`src/rtl/core/tsafp_pkg.sv`:
```
// Shared types and constants of the transport-stream adaptation field parser.
`timescale 1ns / 1ps
`default_nettype none

package tsafp_pkg;

   // Depth of the queue between the byte sequencer and the field assembler.
   localparam int QUEUE_DEPTH_DEFAULT = 4;

   // PCR and OPCR are base * 300 + extension.
   localparam int CLOCK_REF_SCALE = 300;

   // Byte counts of the multi-byte groups.
   localparam int PCR_BYTES   = 6;
   localparam int LTW_BYTES   = 2;
   localparam int PIECE_BYTES = 3;
   localparam int SEAM_BYTES  = 5;

   localparam int NUM_PHASES  = 13;

   // Result channel packing.
   localparam int RSP_TDATA_W = 200;

   // Position of the sequencer inside one adaptation field.
   typedef enum logic [3:0] {
      PH_IDLE     = 4'd0,
      PH_FLAGS    = 4'd1,
      PH_PCR      = 4'd2,
      PH_OPCR     = 4'd3,
      PH_SPLICE   = 4'd4,
      PH_PRIVLEN  = 4'd5,
      PH_PRIVSKIP = 4'd6,
      PH_EXTLEN   = 4'd7,
      PH_EXTFLAGS = 4'd8,
      PH_LTW      = 4'd9,
      PH_PIECE    = 4'd10,
      PH_SEAM     = 4'd11,
      PH_STUFF    = 4'd12
   } phase_type;

   // What a queued entry asks the field assembler to do.
   typedef enum logic [3:0] {
      OP_NONE     = 4'd0,
      OP_START    = 4'd1,
      OP_FLAGS    = 4'd2,
      OP_PCR      = 4'd3,
      OP_OPCR     = 4'd4,
      OP_SPLICE   = 4'd5,
      OP_PRIVLEN  = 4'd6,
      OP_EXTFLAGS = 4'd7,
      OP_LTW      = 4'd8,
      OP_PIECE    = 4'd9,
      OP_SEAM     = 4'd10
   } op_kind_type;

   // One queue entry: an operation, the gathered bytes it refers to, and
   // whether it closes the field.
   typedef struct packed {
      op_kind_type kind;
      logic [47:0] value;
      logic        last;
      logic        trunc;
   } entry_type;

   // One parsed adaptation field.
   typedef struct packed {
      logic [7:0]        flags;
      logic [41:0]       pcr;
      logic [41:0]       opcr;
      logic signed [7:0] countdown_byte;
      logic [7:0]        private_length;
      logic [3:0]        ext_flags;
      logic [14:0]       window_offset;
      logic [21:0]       piece_rate;
      logic [3:0]        splice_code;
      logic [32:0]       next_dts;
      logic [7:0]        field_length;
      logic              truncated;
   } result_type;

endpackage

`default_nettype wire

```
`src/rtl/core/tsafp_front.sv`:
```
// Byte sequencer: tracks the parse phase and turns bytes into queue entries.
`timescale 1ns / 1ps
`default_nettype none

module tsafp_front (
   input  wire logic                 clock,
   input  wire logic                 reset,
   input  wire logic                 fire,
   input  wire logic                 first_byte,
   input  wire logic [7:0]           data_byte,
   output logic                      push,
   output tsafp_pkg::entry_type      push_entry
);

   tsafp_pkg::phase_type phase_ff, phase_in;
   logic [7:0]  bytes_left_ff, bytes_left_in;
   logic [2:0]  idx_ff, idx_in;
   logic [39:0] gather_ff, gather_in;
   logic [7:0]  skip_ff, skip_in;
   logic [7:0]  flags_ff, flags_in;
   logic [2:0]  ext_ff, ext_in;
   logic [2:0]  idx_inc;
   logic        advance;

   // First phase after 'from' whose item is present in this field.
   function automatic tsafp_pkg::phase_type next_phase(
      input tsafp_pkg::phase_type from,
      input logic [7:0]           flg,
      input logic [2:0]           ext,
      input logic                 skip_nz
   );
      logic [tsafp_pkg::NUM_PHASES-1:0] present;
      logic                             found;
      tsafp_pkg::phase_type             res;
      present = '0;
      present[tsafp_pkg::PH_PCR]      = flg[4];
      present[tsafp_pkg::PH_OPCR]     = flg[3];
      present[tsafp_pkg::PH_SPLICE]   = flg[2];
      present[tsafp_pkg::PH_PRIVLEN]  = flg[1];
      present[tsafp_pkg::PH_PRIVSKIP] = flg[1] & skip_nz;
      present[tsafp_pkg::PH_EXTLEN]   = flg[0];
      present[tsafp_pkg::PH_EXTFLAGS] = flg[0];
      present[tsafp_pkg::PH_LTW]      = ext[2];
      present[tsafp_pkg::PH_PIECE]    = ext[1];
      present[tsafp_pkg::PH_SEAM]     = ext[0];
      present[tsafp_pkg::PH_STUFF]    = 1'b1;
      found = 1'b0;
      res   = tsafp_pkg::PH_STUFF;
      for (int i = 0; i < tsafp_pkg::NUM_PHASES; i++) begin
         if (!found && (i > int'(from)) && present[i]) begin
            res   = tsafp_pkg::phase_type'(i[3:0]);
            found = 1'b1;
         end
      end
      return res;
   endfunction

   always_ff @(posedge clock) begin
      if (reset) begin
         phase_ff      <= tsafp_pkg::PH_IDLE;
         bytes_left_ff <= '0;
         skip_ff       <= '0;
         idx_ff        <= '0;
      end else begin
         phase_ff      <= phase_in;
         bytes_left_ff <= bytes_left_in;
         skip_ff       <= skip_in;
         idx_ff        <= idx_in;
      end
   end

   always_ff @(posedge clock) begin
      gather_ff <= gather_in;
      flags_ff  <= flags_in;
      ext_ff    <= ext_in;
   end

   always_comb begin
      phase_in      = phase_ff;
      bytes_left_in = bytes_left_ff;
      idx_in        = idx_ff;
      gather_in     = gather_ff;
      skip_in       = skip_ff;
      flags_in      = flags_ff;
      ext_in        = ext_ff;
      idx_inc       = idx_ff + 3'd1;
      advance       = 1'b0;

      push_entry.kind  = tsafp_pkg::OP_NONE;
      push_entry.value = {gather_ff, data_byte};
      push_entry.last  = 1'b0;
      push_entry.trunc = 1'b0;

      if (fire) begin
         if (first_byte) begin
            // A length byte always starts over, dropping any unfinished field.
            phase_in         = (data_byte == 8'd0) ? tsafp_pkg::PH_IDLE : tsafp_pkg::PH_FLAGS;
            bytes_left_in    = data_byte;
            idx_in           = '0;
            gather_in        = '0;
            skip_in          = '0;
            flags_in         = '0;
            ext_in           = '0;
            push_entry.kind  = tsafp_pkg::OP_START;
            push_entry.value = {40'd0, data_byte};
            push_entry.last  = (data_byte == 8'd0);
         end else if (phase_ff != tsafp_pkg::PH_IDLE) begin
            bytes_left_in = bytes_left_ff - 8'd1;
            case (phase_ff)
               tsafp_pkg::PH_FLAGS: begin
                  flags_in        = data_byte;
                  push_entry.kind = tsafp_pkg::OP_FLAGS;
                  advance         = 1'b1;
               end
               tsafp_pkg::PH_PCR, tsafp_pkg::PH_OPCR: begin
                  if (idx_inc >= 3'(tsafp_pkg::PCR_BYTES)) begin
                     push_entry.kind = (phase_ff == tsafp_pkg::PH_PCR) ?
                                       tsafp_pkg::OP_PCR : tsafp_pkg::OP_OPCR;
                     advance = 1'b1;
                  end else begin
                     idx_in    = idx_inc;
                     gather_in = {gather_ff[31:0], data_byte};
                  end
               end
               tsafp_pkg::PH_SPLICE: begin
                  push_entry.kind = tsafp_pkg::OP_SPLICE;
                  advance         = 1'b1;
               end
               tsafp_pkg::PH_PRIVLEN: begin
                  push_entry.kind = tsafp_pkg::OP_PRIVLEN;
                  skip_in         = data_byte;
                  advance         = 1'b1;
               end
               tsafp_pkg::PH_PRIVSKIP: begin
                  skip_in = skip_ff - 8'd1;
                  advance = (skip_in == 8'd0);
               end
               tsafp_pkg::PH_EXTLEN: begin
                  // The extension length is not used; the flags byte follows.
                  advance = 1'b1;
               end
               tsafp_pkg::PH_EXTFLAGS: begin
                  ext_in          = data_byte[7:5];
                  push_entry.kind = tsafp_pkg::OP_EXTFLAGS;
                  advance         = 1'b1;
               end
               tsafp_pkg::PH_LTW: begin
                  if (idx_inc >= 3'(tsafp_pkg::LTW_BYTES)) begin
                     push_entry.kind = tsafp_pkg::OP_LTW;
                     advance         = 1'b1;
                  end else begin
                     idx_in    = idx_inc;
                     gather_in = {gather_ff[31:0], data_byte};
                  end
               end
               tsafp_pkg::PH_PIECE: begin
                  if (idx_inc >= 3'(tsafp_pkg::PIECE_BYTES)) begin
                     push_entry.kind = tsafp_pkg::OP_PIECE;
                     advance         = 1'b1;
                  end else begin
                     idx_in    = idx_inc;
                     gather_in = {gather_ff[31:0], data_byte};
                  end
               end
               tsafp_pkg::PH_SEAM: begin
                  if (idx_inc >= 3'(tsafp_pkg::SEAM_BYTES)) begin
                     push_entry.kind = tsafp_pkg::OP_SEAM;
                     advance         = 1'b1;
                  end else begin
                     idx_in    = idx_inc;
                     gather_in = {gather_ff[31:0], data_byte};
                  end
               end
               default: begin
                  // Stuffing and unparsed extension bytes are only counted.
               end
            endcase

            if (advance) begin
               phase_in  = next_phase(phase_ff, flags_in, ext_in, skip_in != 8'd0);
               idx_in    = '0;
               gather_in = '0;
            end

            if (bytes_left_in == 8'd0) begin
               // Ending anywhere but in stuffing means a flagged value was cut short.
               push_entry.last  = 1'b1;
               push_entry.trunc = (phase_in != tsafp_pkg::PH_STUFF);
               phase_in         = tsafp_pkg::PH_IDLE;
               idx_in           = '0;
               gather_in        = '0;
               skip_in          = '0;
            end
         end
      end

      push = (push_entry.kind != tsafp_pkg::OP_NONE) || push_entry.last;
   end

   // The sequencer is idle exactly when no declared bytes remain.
   assert property (@(posedge clock) disable iff (reset)
      (phase_ff == tsafp_pkg::PH_IDLE) == (bytes_left_ff == 8'd0))
      else $error("phase and byte count disagree");

   // Private bytes are only pending while they are being skipped.
   assert property (@(posedge clock) disable iff (reset)
      (skip_ff != 8'd0) |-> (phase_ff == tsafp_pkg::PH_PRIVSKIP))
      else $error("skip count left over outside private data");

endmodule

`default_nettype wire

```
`src/rtl/core/tsafp_queue.sv`:
```
// Short entry queue between the byte sequencer and the field assembler.
`timescale 1ns / 1ps
`default_nettype none

module tsafp_queue #(
   parameter int DEPTH = tsafp_pkg::QUEUE_DEPTH_DEFAULT
) (
   input  wire logic                 clock,
   input  wire logic                 reset,
   input  wire logic                 push,
   input  tsafp_pkg::entry_type      push_entry,
   input  wire logic                 pop,
   output logic                      full,
   output logic                      head_valid,
   output tsafp_pkg::entry_type      head
);

   localparam int PTR_W = (DEPTH > 1) ? $clog2(DEPTH) : 1;
   localparam int CNT_W = $clog2(DEPTH + 1);

   tsafp_pkg::entry_type slot_ff [DEPTH];
   logic [PTR_W-1:0] wr_ptr_ff, wr_ptr_in;
   logic [PTR_W-1:0] rd_ptr_ff, rd_ptr_in;
   logic [CNT_W-1:0] count_ff, count_in;

   function automatic logic [PTR_W-1:0] ptr_next(input logic [PTR_W-1:0] p);
      return (p == PTR_W'(DEPTH - 1)) ? '0 : p + PTR_W'(1);
   endfunction

   always_comb begin
      wr_ptr_in = push ? ptr_next(wr_ptr_ff) : wr_ptr_ff;
      rd_ptr_in = pop  ? ptr_next(rd_ptr_ff) : rd_ptr_ff;
      count_in  = count_ff;
      if (push && !pop) begin
         count_in = count_ff + CNT_W'(1);
      end else if (pop && !push) begin
         count_in = count_ff - CNT_W'(1);
      end
   end

   always_ff @(posedge clock) begin
      if (reset) begin
         wr_ptr_ff <= '0;
         rd_ptr_ff <= '0;
         count_ff  <= '0;
      end else begin
         wr_ptr_ff <= wr_ptr_in;
         rd_ptr_ff <= rd_ptr_in;
         count_ff  <= count_in;
      end
   end

   always_ff @(posedge clock) begin
      if (push) begin
         slot_ff[wr_ptr_ff] <= push_entry;
      end
   end

   assign full       = (count_ff == CNT_W'(DEPTH));
   assign head_valid = (count_ff != '0);
   assign head       = slot_ff[rd_ptr_ff];

   assert property (@(posedge clock) disable iff (reset)
      count_ff <= CNT_W'(DEPTH))
      else $error("queue fill count beyond depth");

   assert property (@(posedge clock) disable iff (reset)
      pop |-> (count_ff != '0))
      else $error("entry taken from an empty queue");

   assert property (@(posedge clock) disable iff (reset)
      (push && full) |-> pop)
      else $error("entry written into a full queue");

endmodule

`default_nettype wire

```
`src/rtl/core/tsafp_back.sv`:
```
// Field assembler: applies queued entries to the held values and registers results.
`timescale 1ns / 1ps
`default_nettype none

module tsafp_back (
   input  wire logic                 clock,
   input  wire logic                 reset,
   input  wire logic                 head_valid,
   input  tsafp_pkg::entry_type      head,
   output logic                      pop,
   output logic                      rsp_valid,
   input  wire logic                 rsp_ready,
   output tsafp_pkg::result_type     result
);

   tsafp_pkg::result_type held_ff, held_in;
   tsafp_pkg::result_type result_ff;
   logic        rsp_valid_ff, rsp_valid_in;
   logic        out_free;
   logic [32:0] ref_base;
   logic [41:0] clock_ref;

   // PCR and OPCR: 33-bit base in the top bits, 9-bit extension at the bottom.
   assign ref_base  = head.value[47:15];
   assign clock_ref = 42'(ref_base) * 42'(tsafp_pkg::CLOCK_REF_SCALE)
                    + 42'(head.value[8:0]);

   assign out_free = !rsp_valid_ff || rsp_ready;
   assign pop      = head_valid && (!head.last || out_free);

   always_comb begin
      held_in = held_ff;
      case (head.kind)
         tsafp_pkg::OP_START: begin
            held_in              = '0;
            held_in.field_length = head.value[7:0];
         end
         tsafp_pkg::OP_FLAGS: begin
            held_in.flags = head.value[7:0];
         end
         tsafp_pkg::OP_PCR: begin
            held_in.pcr = clock_ref;
         end
         tsafp_pkg::OP_OPCR: begin
            held_in.opcr = clock_ref;
         end
         tsafp_pkg::OP_SPLICE: begin
            held_in.countdown_byte = head.value[7:0];
         end
         tsafp_pkg::OP_PRIVLEN: begin
            held_in.private_length = head.value[7:0];
         end
         tsafp_pkg::OP_EXTFLAGS: begin
            held_in.ext_flags[3:1] = held_ff.ext_flags[3:1] | head.value[7:5];
         end
         tsafp_pkg::OP_LTW: begin
            held_in.ext_flags[0]  = held_ff.ext_flags[0] | head.value[15];
            held_in.window_offset = head.value[14:0];
         end
         tsafp_pkg::OP_PIECE: begin
            held_in.piece_rate = head.value[21:0];
         end
         tsafp_pkg::OP_SEAM: begin
            held_in.splice_code = head.value[39:36];
            held_in.next_dts    = {head.value[35:33], head.value[31:17], head.value[15:1]};
         end
         default: begin
         end
      endcase
      held_in.truncated = head.trunc;

      rsp_valid_in = rsp_valid_ff;
      if (pop && head.last) begin
         rsp_valid_in = 1'b1;
      end else if (rsp_ready) begin
         rsp_valid_in = 1'b0;
      end
   end

   always_ff @(posedge clock) begin
      if (reset) begin
         rsp_valid_ff <= 1'b0;
      end else begin
         rsp_valid_ff <= rsp_valid_in;
      end
   end

   always_ff @(posedge clock) begin
      if (pop) begin
         held_ff <= held_in;
      end
      if (pop && head.last) begin
         result_ff <= held_in;
      end
   end

   assign rsp_valid = rsp_valid_ff;
   assign result    = result_ff;

   // A new result only appears after a closing entry left the queue.
   assert property (@(posedge clock) disable iff (reset)
      $rose(rsp_valid_ff) |-> $past(pop && head.last))
      else $error("result raised without a closing entry");

endmodule

`default_nettype wire

```
`src/rtl/core/ts_adaptation_field_parser_core.sv`:
```
// Top level of the transport-stream adaptation field parser.
// Usage:
// The req channel carries one adaptation field byte per item. An item with
// req_tuser high is the field length byte and starts a new field; any field
// still open is dropped without a result. Bytes that arrive while no field
// is open are discarded. The rsp channel returns one item per field, after
// the field's last declared byte, or right after a length byte of zero.
// Path: the last byte's entry is registered in the queue, then the result in
// the output register; earlier entries or a stalled rsp side hold it back.
// Throughput: one byte per cycle while the queue has room; the assembler
// retires one queue entry per cycle unless a closing entry waits on a held
// result; the PCR and OPCR multiply by 300 sits in that single assembler step.
// Stalls: a result waits in the output register while rsp_tready is low.
// Bytes keep flowing into the entry queue until it fills, after which
// req_tready drops; at most one result is held at a time.
// Reset: synchronous and active high; it empties the queue, drops any open
// field and clears rsp_tvalid.
`timescale 1ns / 1ps
`default_nettype none

module ts_adaptation_field_parser_core #(
   parameter int QUEUE_DEPTH = tsafp_pkg::QUEUE_DEPTH_DEFAULT
) (
   input  wire logic                              clock,
   input  wire logic                              reset,

   input  wire logic                              req_tvalid,
   output logic                                   req_tready,
   // data_byte[7:0]
   input  wire logic [7:0]                        req_tdata,
   // first_byte
   input  wire logic                              req_tuser,

   output logic                                   rsp_tvalid,
   input  wire logic                              rsp_tready,
   // flags[7:0], pcr[49:8], opcr[91:50], countdown_byte[99:92],
   // private_length[107:100], ext_flags[111:108], window_offset[126:112],
   // piece_rate[148:127], splice_code[152:149], next_dts[185:153],
   // field_length[193:186], zero fill[199:194]
   output logic [tsafp_pkg::RSP_TDATA_W-1:0]      rsp_tdata,
   // truncated
   output logic                                   rsp_tuser
);

   logic                  req_fire;
   logic                  push;
   logic                  pop;
   logic                  queue_full;
   logic                  head_valid;
   tsafp_pkg::entry_type  push_entry;
   tsafp_pkg::entry_type  head;
   tsafp_pkg::result_type result;

   assign req_tready = !queue_full;
   assign req_fire   = req_tvalid && req_tready;

   tsafp_front u_front (
      .clock      (clock),
      .reset      (reset),
      .fire       (req_fire),
      .first_byte (req_tuser),
      .data_byte  (req_tdata),
      .push       (push),
      .push_entry (push_entry)
   );

   tsafp_queue #(
      .DEPTH (QUEUE_DEPTH)
   ) u_queue (
      .clock      (clock),
      .reset      (reset),
      .push       (push),
      .push_entry (push_entry),
      .pop        (pop),
      .full       (queue_full),
      .head_valid (head_valid),
      .head       (head)
   );

   tsafp_back u_back (
      .clock      (clock),
      .reset      (reset),
      .head_valid (head_valid),
      .head       (head),
      .pop        (pop),
      .rsp_valid  (rsp_tvalid),
      .rsp_ready  (rsp_tready),
      .result     (result)
   );

   assign rsp_tdata = {6'd0,
                       result.field_length,
                       result.next_dts,
                       result.splice_code,
                       result.piece_rate,
                       result.window_offset,
                       result.ext_flags,
                       result.private_length,
                       result.countdown_byte,
                       result.opcr,
                       result.pcr,
                       result.flags};
   assign rsp_tuser = result.truncated;

endmodule

`default_nettype wire

```
`config.mk`:
```
export PLATFORM = sky130hd
export DESIGN_NAME = ts_adaptation_field_parser_core
export DESIGN_NICKNAME = d
export VERILOG_FILES = /design/src/rtl/core/tsafp_pkg.sv /design/src/rtl/core/tsafp_front.sv /design/src/rtl/core/tsafp_queue.sv /design/src/rtl/core/tsafp_back.sv /design/src/rtl/core/ts_adaptation_field_parser_core.sv
export SDC_FILE = /design/constraint.sdc
export NUM_CORES = 1
export LEC_CHECK = 0
export BUFFER_PORTS_ARGS = -buffer_cell sky130_fd_sc_hd__buf_2
export CAP_MARGIN = 0
export CORE_MARGIN = 2
export CORE_UTILIZATION = 60
export DETAILED_ROUTE_END_ITERATION = 10
export GPL_ROUTABILITY_DRIVEN = 0
export GPL_TIMING_DRIVEN = 1
export PLACE_DENSITY = 0.79
export SLEW_MARGIN = 20
export SYNTH_ARGS = -nofsm -noshare
export SYNTH_HDL_FRONTEND = slang
export SYNTH_SLANG_ARGS = --single-unit
```
`constraint.sdc`:
```
create_clock -name clock -period 20.4 [get_ports clock]
set_input_delay 3.06 -clock clock [delete_from_list [all_inputs] [get_ports clock]]
set_output_delay 3.06 -clock clock [all_outputs]
set_load 0.05 [all_outputs]
```
Word-level counts from Yosys, hierarchy flattened
Memories as Yosys holds them, arrays and structs flattened. A register that Yosys moved wholly into a read port is not among the register bits.
Cells that the tools add are included.
{ "word_totals": {"mem_count": 1, "mem_bits_rw": 216, "regBits": 469, "inputBits": 13, "output_inout_bits": 203} }
{ "classes": {"n_reduce_logical": 58, "mul": 1, "n_lt_le_gt_ge": 15, "n_addsub": 8, "n_mux": 147, "n_eq_ne": 29, "n_bitwise": 3} }
{ "memory_table": {"columns": ["name", "depth", "word_bits", "read_ports", "rd_clocked_by_memory_dff", "wr", "line", "rtl"], "rows": [
  ["u_queue.slot_ff", 4, 54, 1, 1, 1, "tsafp_queue.sv:21", "tsafp_pkg::entry_type slot_ff [DEPTH];"]
]} }
{ "op_table": {"columns": ["operator", "count"], "rows": [
  ["40-bit two-way mux", 7],
  ["42-bit one-hot mux with 2 select lines", 2],
  ["40-bit one-hot mux with 4 select lines", 1],
  ["4-bit two-way mux", 24],
  ["37-bit one-hot mux with 2 select lines", 1],
  ["1-bit two-way mux", 64],
  ["8-bit two-way mux", 8],
  ["8-bit one-hot mux with 2 select lines", 4],
  ["54-bit two-way mux", 1],
  ["3-bit two-way mux", 16],
  ["48-bit two-way mux", 1],
  ["22-bit one-hot mux with 2 select lines", 1],
  ["42-bit by 9-bit adder with 42-bit output", 1],
  ["33-bit by 7-bit multiplier with 40-bit output (second input constant)", 1],
  ["4-bit by 3-bit == test with 1-bit output (second input constant)", 8],
  ["16-bit one-hot mux with 2 select lines", 1],
  ["4-bit one-hot mux with 8 select lines", 1],
  ["4-bit == test (second input constant)", 7],
  ["1-bit logical AND", 25],
  ["5-bit two-way mux", 5],
  ["8-bit logical NOT", 3],
  ["4-bit > comparator (first input constant)", 5],
  ["5-bit != test (second input constant)", 4],
  ["4-bit by 2-bit == test with 1-bit output (second input constant)", 4],
  ["31 further kinds", 66]
]} }

Depth between registers and ports, before layout
{ "logic_depth": {"word_depth": 101, "ltp_mapped": 24, "mapped_depth_nobuf": 19} }

By module
Synthesis repeated with hierarchy kept, for this count alone.
{ "unflattened": {"cells_unflattened": 2439, "hier_area_um2": 33349.5} }
{ "by_module_without_submodules": {"columns": ["mod", "seq_area_each_um2", "area_each_um2", "instances", "cells_each"], "rows": [
  ["tsafp_back", 11701.2, 20165.6, 1, 1556],
  ["tsafp_queue", 6666.4, 8300.5, 1, 326],
  ["tsafp_front", 1901.8, 4824.6, 1, 548],
  ["ts_adaptation_field_parser_core", 0.0, 58.8, 1, 9]
]} }

Least setup slack after synthesis
OpenSTA, ideal clock, no wires.
{ "synth_path": {"path_type": "input to register", "from": "input rsp_tready", "to": "register u_back.result_ff, in the netlist u_back.result[0], enable pin", "setup_slack_ps": 2086, "cell_stages": 3, "arrival_time_ps": 17734, "required_time_ps": 19820, "n_path_buf": 0, "cell_sequence": "nor2b_1 a21oi_1 and2_1"} }
{ "synth_via": {"elab_chain_len": 4} }
{ "synth_lines": {"columns": ["item", "line", "rtl"], "rows": [
  ["start: declaration", "ts_adaptation_field_parser_core.sv:35", "input wire logic rsp_tready,"],
  ["1-bit logical OR", "tsafp_back.sv:28", "assign out_free = !rsp_valid_ff || rsp_ready;"],
  ["1-bit logical OR", "tsafp_back.sv:29", "assign pop = head_valid && (!head.last || out_free);"],
  ["1-bit logical AND", "tsafp_back.sv:29", null],
  ["via pop", "ts_adaptation_field_parser_core.sv:47", "logic pop;"],
  ["1-bit logical AND", "tsafp_back.sv:92", "if (pop && head.last) begin"],
  ["end signal: assignment", "tsafp_back.sv:93", "result_ff <= held_in;"],
  ["end: declaration", "tsafp_back.sv:17", "tsafp_pkg::result_type result_ff;"]
]} }
The timed path passes the listed nets, and every way through them passes these cells.
A chain may end at the register's enable or synchronous reset.

==> flow_metrics.py <==
metrics = {
    "run_status": {
        "status": "completed",
    },
    "worst_setup_path": {
        "cp-start-kind": "register",
        "cp_max_fo": 30,
        "path_class": "register to register",
        "cp-end-kind": "register",
        "cp.arrival_ps": 8030,
        "worstPathRequired_ps": 20860,
    },
    "cts": {
        "clk-insertion-delay-late_ps": 610,
        "root_buffer": "clkbuf_16",
        "clk_pin_slew_ps": 60,
        "hold_buffers": 0,
        "clockBufferDepth": 3,
        "cts_tree": "done",
        "cts_inserted_buffers": 72,
        "post_cts_resized": 0,
        "postCtsSetupBuffers": 0,
        "ctsHtreeMaxLevel": 3,
        "clkSinkCount": 686,
    },
    "sta": {
        "finalSetupViolCount": 0,
        "fmax_mhz": 132,
        "setup_tns_ps": 0,
        "max_slew_margin": 0.257,
        "fin_crit_sh": 0.371,
        "drv_slew": 0,
        "min_period_ps": 7570,
        "final_hold_viol_count": 0,
        "worst_pin_slew_ps": 1110,
        "skew_ps": 28.3,
        "rsz0062_at_grt": "false",
    },
    "route": {
        "drtAntennaViolNets": 0,
        "drt-pass1-iter-count": 5,
        "wirelength_um": 73000,
        "drc": 0,
        "drt_iter0_drc": 2070,
        "wl_per_cell_um": 22.3,
        "vias": 20200,
        "vias_per_cell": 6.17,
    },
    "logic_synthesis": {
        "seq_area_frac_synth": 0.630,
        "synth_compound_area_frac": 0.0951,
        "netlist_top_cells_area": "edfxtp_1 (61%), ha_1 (5.2%), mux4_2 (3.7%)",
        "synth-xor-area-share": 0.0209,
        "synth_ff_type": "edfxtp_1",
        "synth_top_family_by_area": "compound AO/OA/AOI/OAI gates",
        "synthMuxAreaShare": 0.0421,
        "ys_ff_latch": 686,
        "yosysWarnings": 0,
        "avgSynthCellArea_sq_um": 14.0,
        "synthesis.area_sq_um": 32200,
        "synth_edf_count": 653,
        "synth_top_area_share": 0.609,
        "synth_simple_gate_area_frac": 0.0883,
        "ys_types": 90,
        "async_flop_share": 0,
        "syn_inst": 2306,
        "yosysTopAreaCell": "edfxtp_1",
        "synth_fa_ha_area_frac": 0.0884,
    },
    "die": {
        "std_cell_rows": 84,
        "die_area_sq_um": 55500,
        "num_io_pins": 216,
        "start_util": 0.610,
        "die_y_um": 236,
        "die_w_um": 236,
        "core_area_sq_um": 52800,
    },
    "global_route": {
        "met1_usage": 0.361,
        "antenna_found_initial": 1,
        "grt_first_pass_wirelength_um": 114000,
        "grtUsageMet2": 0.432,
        "grtUsageMet3": 0.0407,
        "grt_usage": 0.263,
        "grt_max_degree": 84,
        "grt_overflow": 0,
        "grt_pass1_vias": 20300,
        "grt_busiest_layer": "met2",
    },
    "place": {
        "dp_hpwl_um": 47100,
        "numPortBuffers": 209,
        "placed_area_sq_um": 34000,
    },
    "layout": {
        "fillerInstances": 3417,
        "layout-drive-gt1-share": 0.172,
        "final_cell_mix": "edfxtp_1 (653), buf_2 (209), inv_1 (192)",
        "final_common_cell": "edfxtp_1",
        "final_area_sq_um": 36400,
        "area_growth_syn_to_layout_pct": 13.1,
        "fin_nets": 2728,
        "diodes": 0,
    },
    "flow_run": {
        "cap_violations": 0,
    },
    "min_path": {
        "hold_path.class": "register to register",
    },
}
## through the flow
stage	util	hold WS [ps]	std cells	setup WS, ps
3_5_place_dp	0.644	488	3134	12880
5_1_grt	0.690	537	3268	12390
4_1_cts	0.689	507	3265	12870
6_report	0.690	506	3268	12830
2_1_floorplan	-	445	2311	2090
3_3_place_gp	0.644	459	3134	13120
## worst max-delay path, cell delays in order, from the launching register on
cell	delay (ps)
dfxtp_4	720
buf_4	610
mux4_2	680
ha_1	320
ha_1	290
inv_1	60
fa_1	540
inv_1	50
fa_1	450
ha_1	450
nand4_1	190
nor2_1	150
a21boi_0	420
nor3_1	120
xnor2_1	280
nand4_1	230
nor3_1	670
nand4b_1	190
or4_4	470
or3_1	350
nand3_1	140
## layout make-up
type | instances | area, sq um | area share
clock buffers | 90 | 1950 | 0.0537
clock inverters | 41 | 417 | 0.0114
inverters | 193 | 724 | 0.0199
multi-input cells | 1333 | 10900 | 0.299
flip-flops and latches | 686 | 20300 | 0.557
well taps | 688 | 861 | 0.0236
repair buffers | 237 | 1310 | 0.0359
## cells in the mapped netlist, types with 4 or more instances
library cell / instances
o31ai_1: 9
nor4_1: 6
nand3_1: 35
a21oi_1: 84
or4_1: 4
a31oi_1: 7
nand2_1: 157
nor3_1: 38
nand2b_1: 21
mux2i_1: 14
nor3b_1: 5
nand4_1: 12
and3_1: 51
dfxtp_1: 33
mux4_2: 53
o21a_1: 9
a22oi_1: 15
edfxtp_1: 653
a221o_1: 6
or3_1: 15
o211ai_1: 8
ha_1: 133
a22o_1: 128
xnor2_1: 42
o21ai_1: 5
o21ai_0: 102
clkbuf_1: 71
inv_1: 192
nor2_1: 110
nor2b_1: 21
or2_2: 4
fa_1: 59
buf_4: 8
buf_1: 11
nand3b_1: 4
and2_1: 48
a21o_1: 18
buf_2: 9
xor2_1: 30
a211oi_1: 7
## final timing paths
path	startpoint	end	slack (ps)	cells past startpoint
setup / recovery	register	u_back.held_ff[144]	12830	20
hold / removal	u_front.bytes_left_ff[0]	u_front.bytes_left_ff[0]	510	2
setup reg to reg	register	u_back.held_ff[144]	12830	20
hold reg to reg	u_front.bytes_left_ff[0]	u_front.bytes_left_ff[0]	510	2
## registers in the layout, indices dropped and copies added, names as in the netlist, 3 cells and up, named ones only
signal / flops
u_front.gather_ff: 40
u_front.phase_ff: 4
u_back.result: 195
u_queue.slot_ff: 216
u_front.ext_ff: 3
u_front.bytes_left_ff: 8
u_queue.count_ff: 3
u_front.skip_ff: 8
u_front.idx_ff: 3
u_front.flags_ff: 5
u_back.held_ff: 194
## cells by family after synthesis
kind of cell,Yosys count
AO/OA/AOI/OAI,437
XOR/XNOR,74
adder cells (fa/ha/maj),192
buffers and inverters,292
flip-flops,686
multiplexers,69
other,1
AND/OR/NAND/NOR,555
## layer usage
metal	up-vias	wire, um
met4	0	2050
met5	-	0
li1	9038	-
met2	889	36200
met3	142	4780
met1	10100	30000
Power is left out: the tool's default activity adds up to more than one toggle a clock period on the data nets, which glitch-free logic cannot reach.
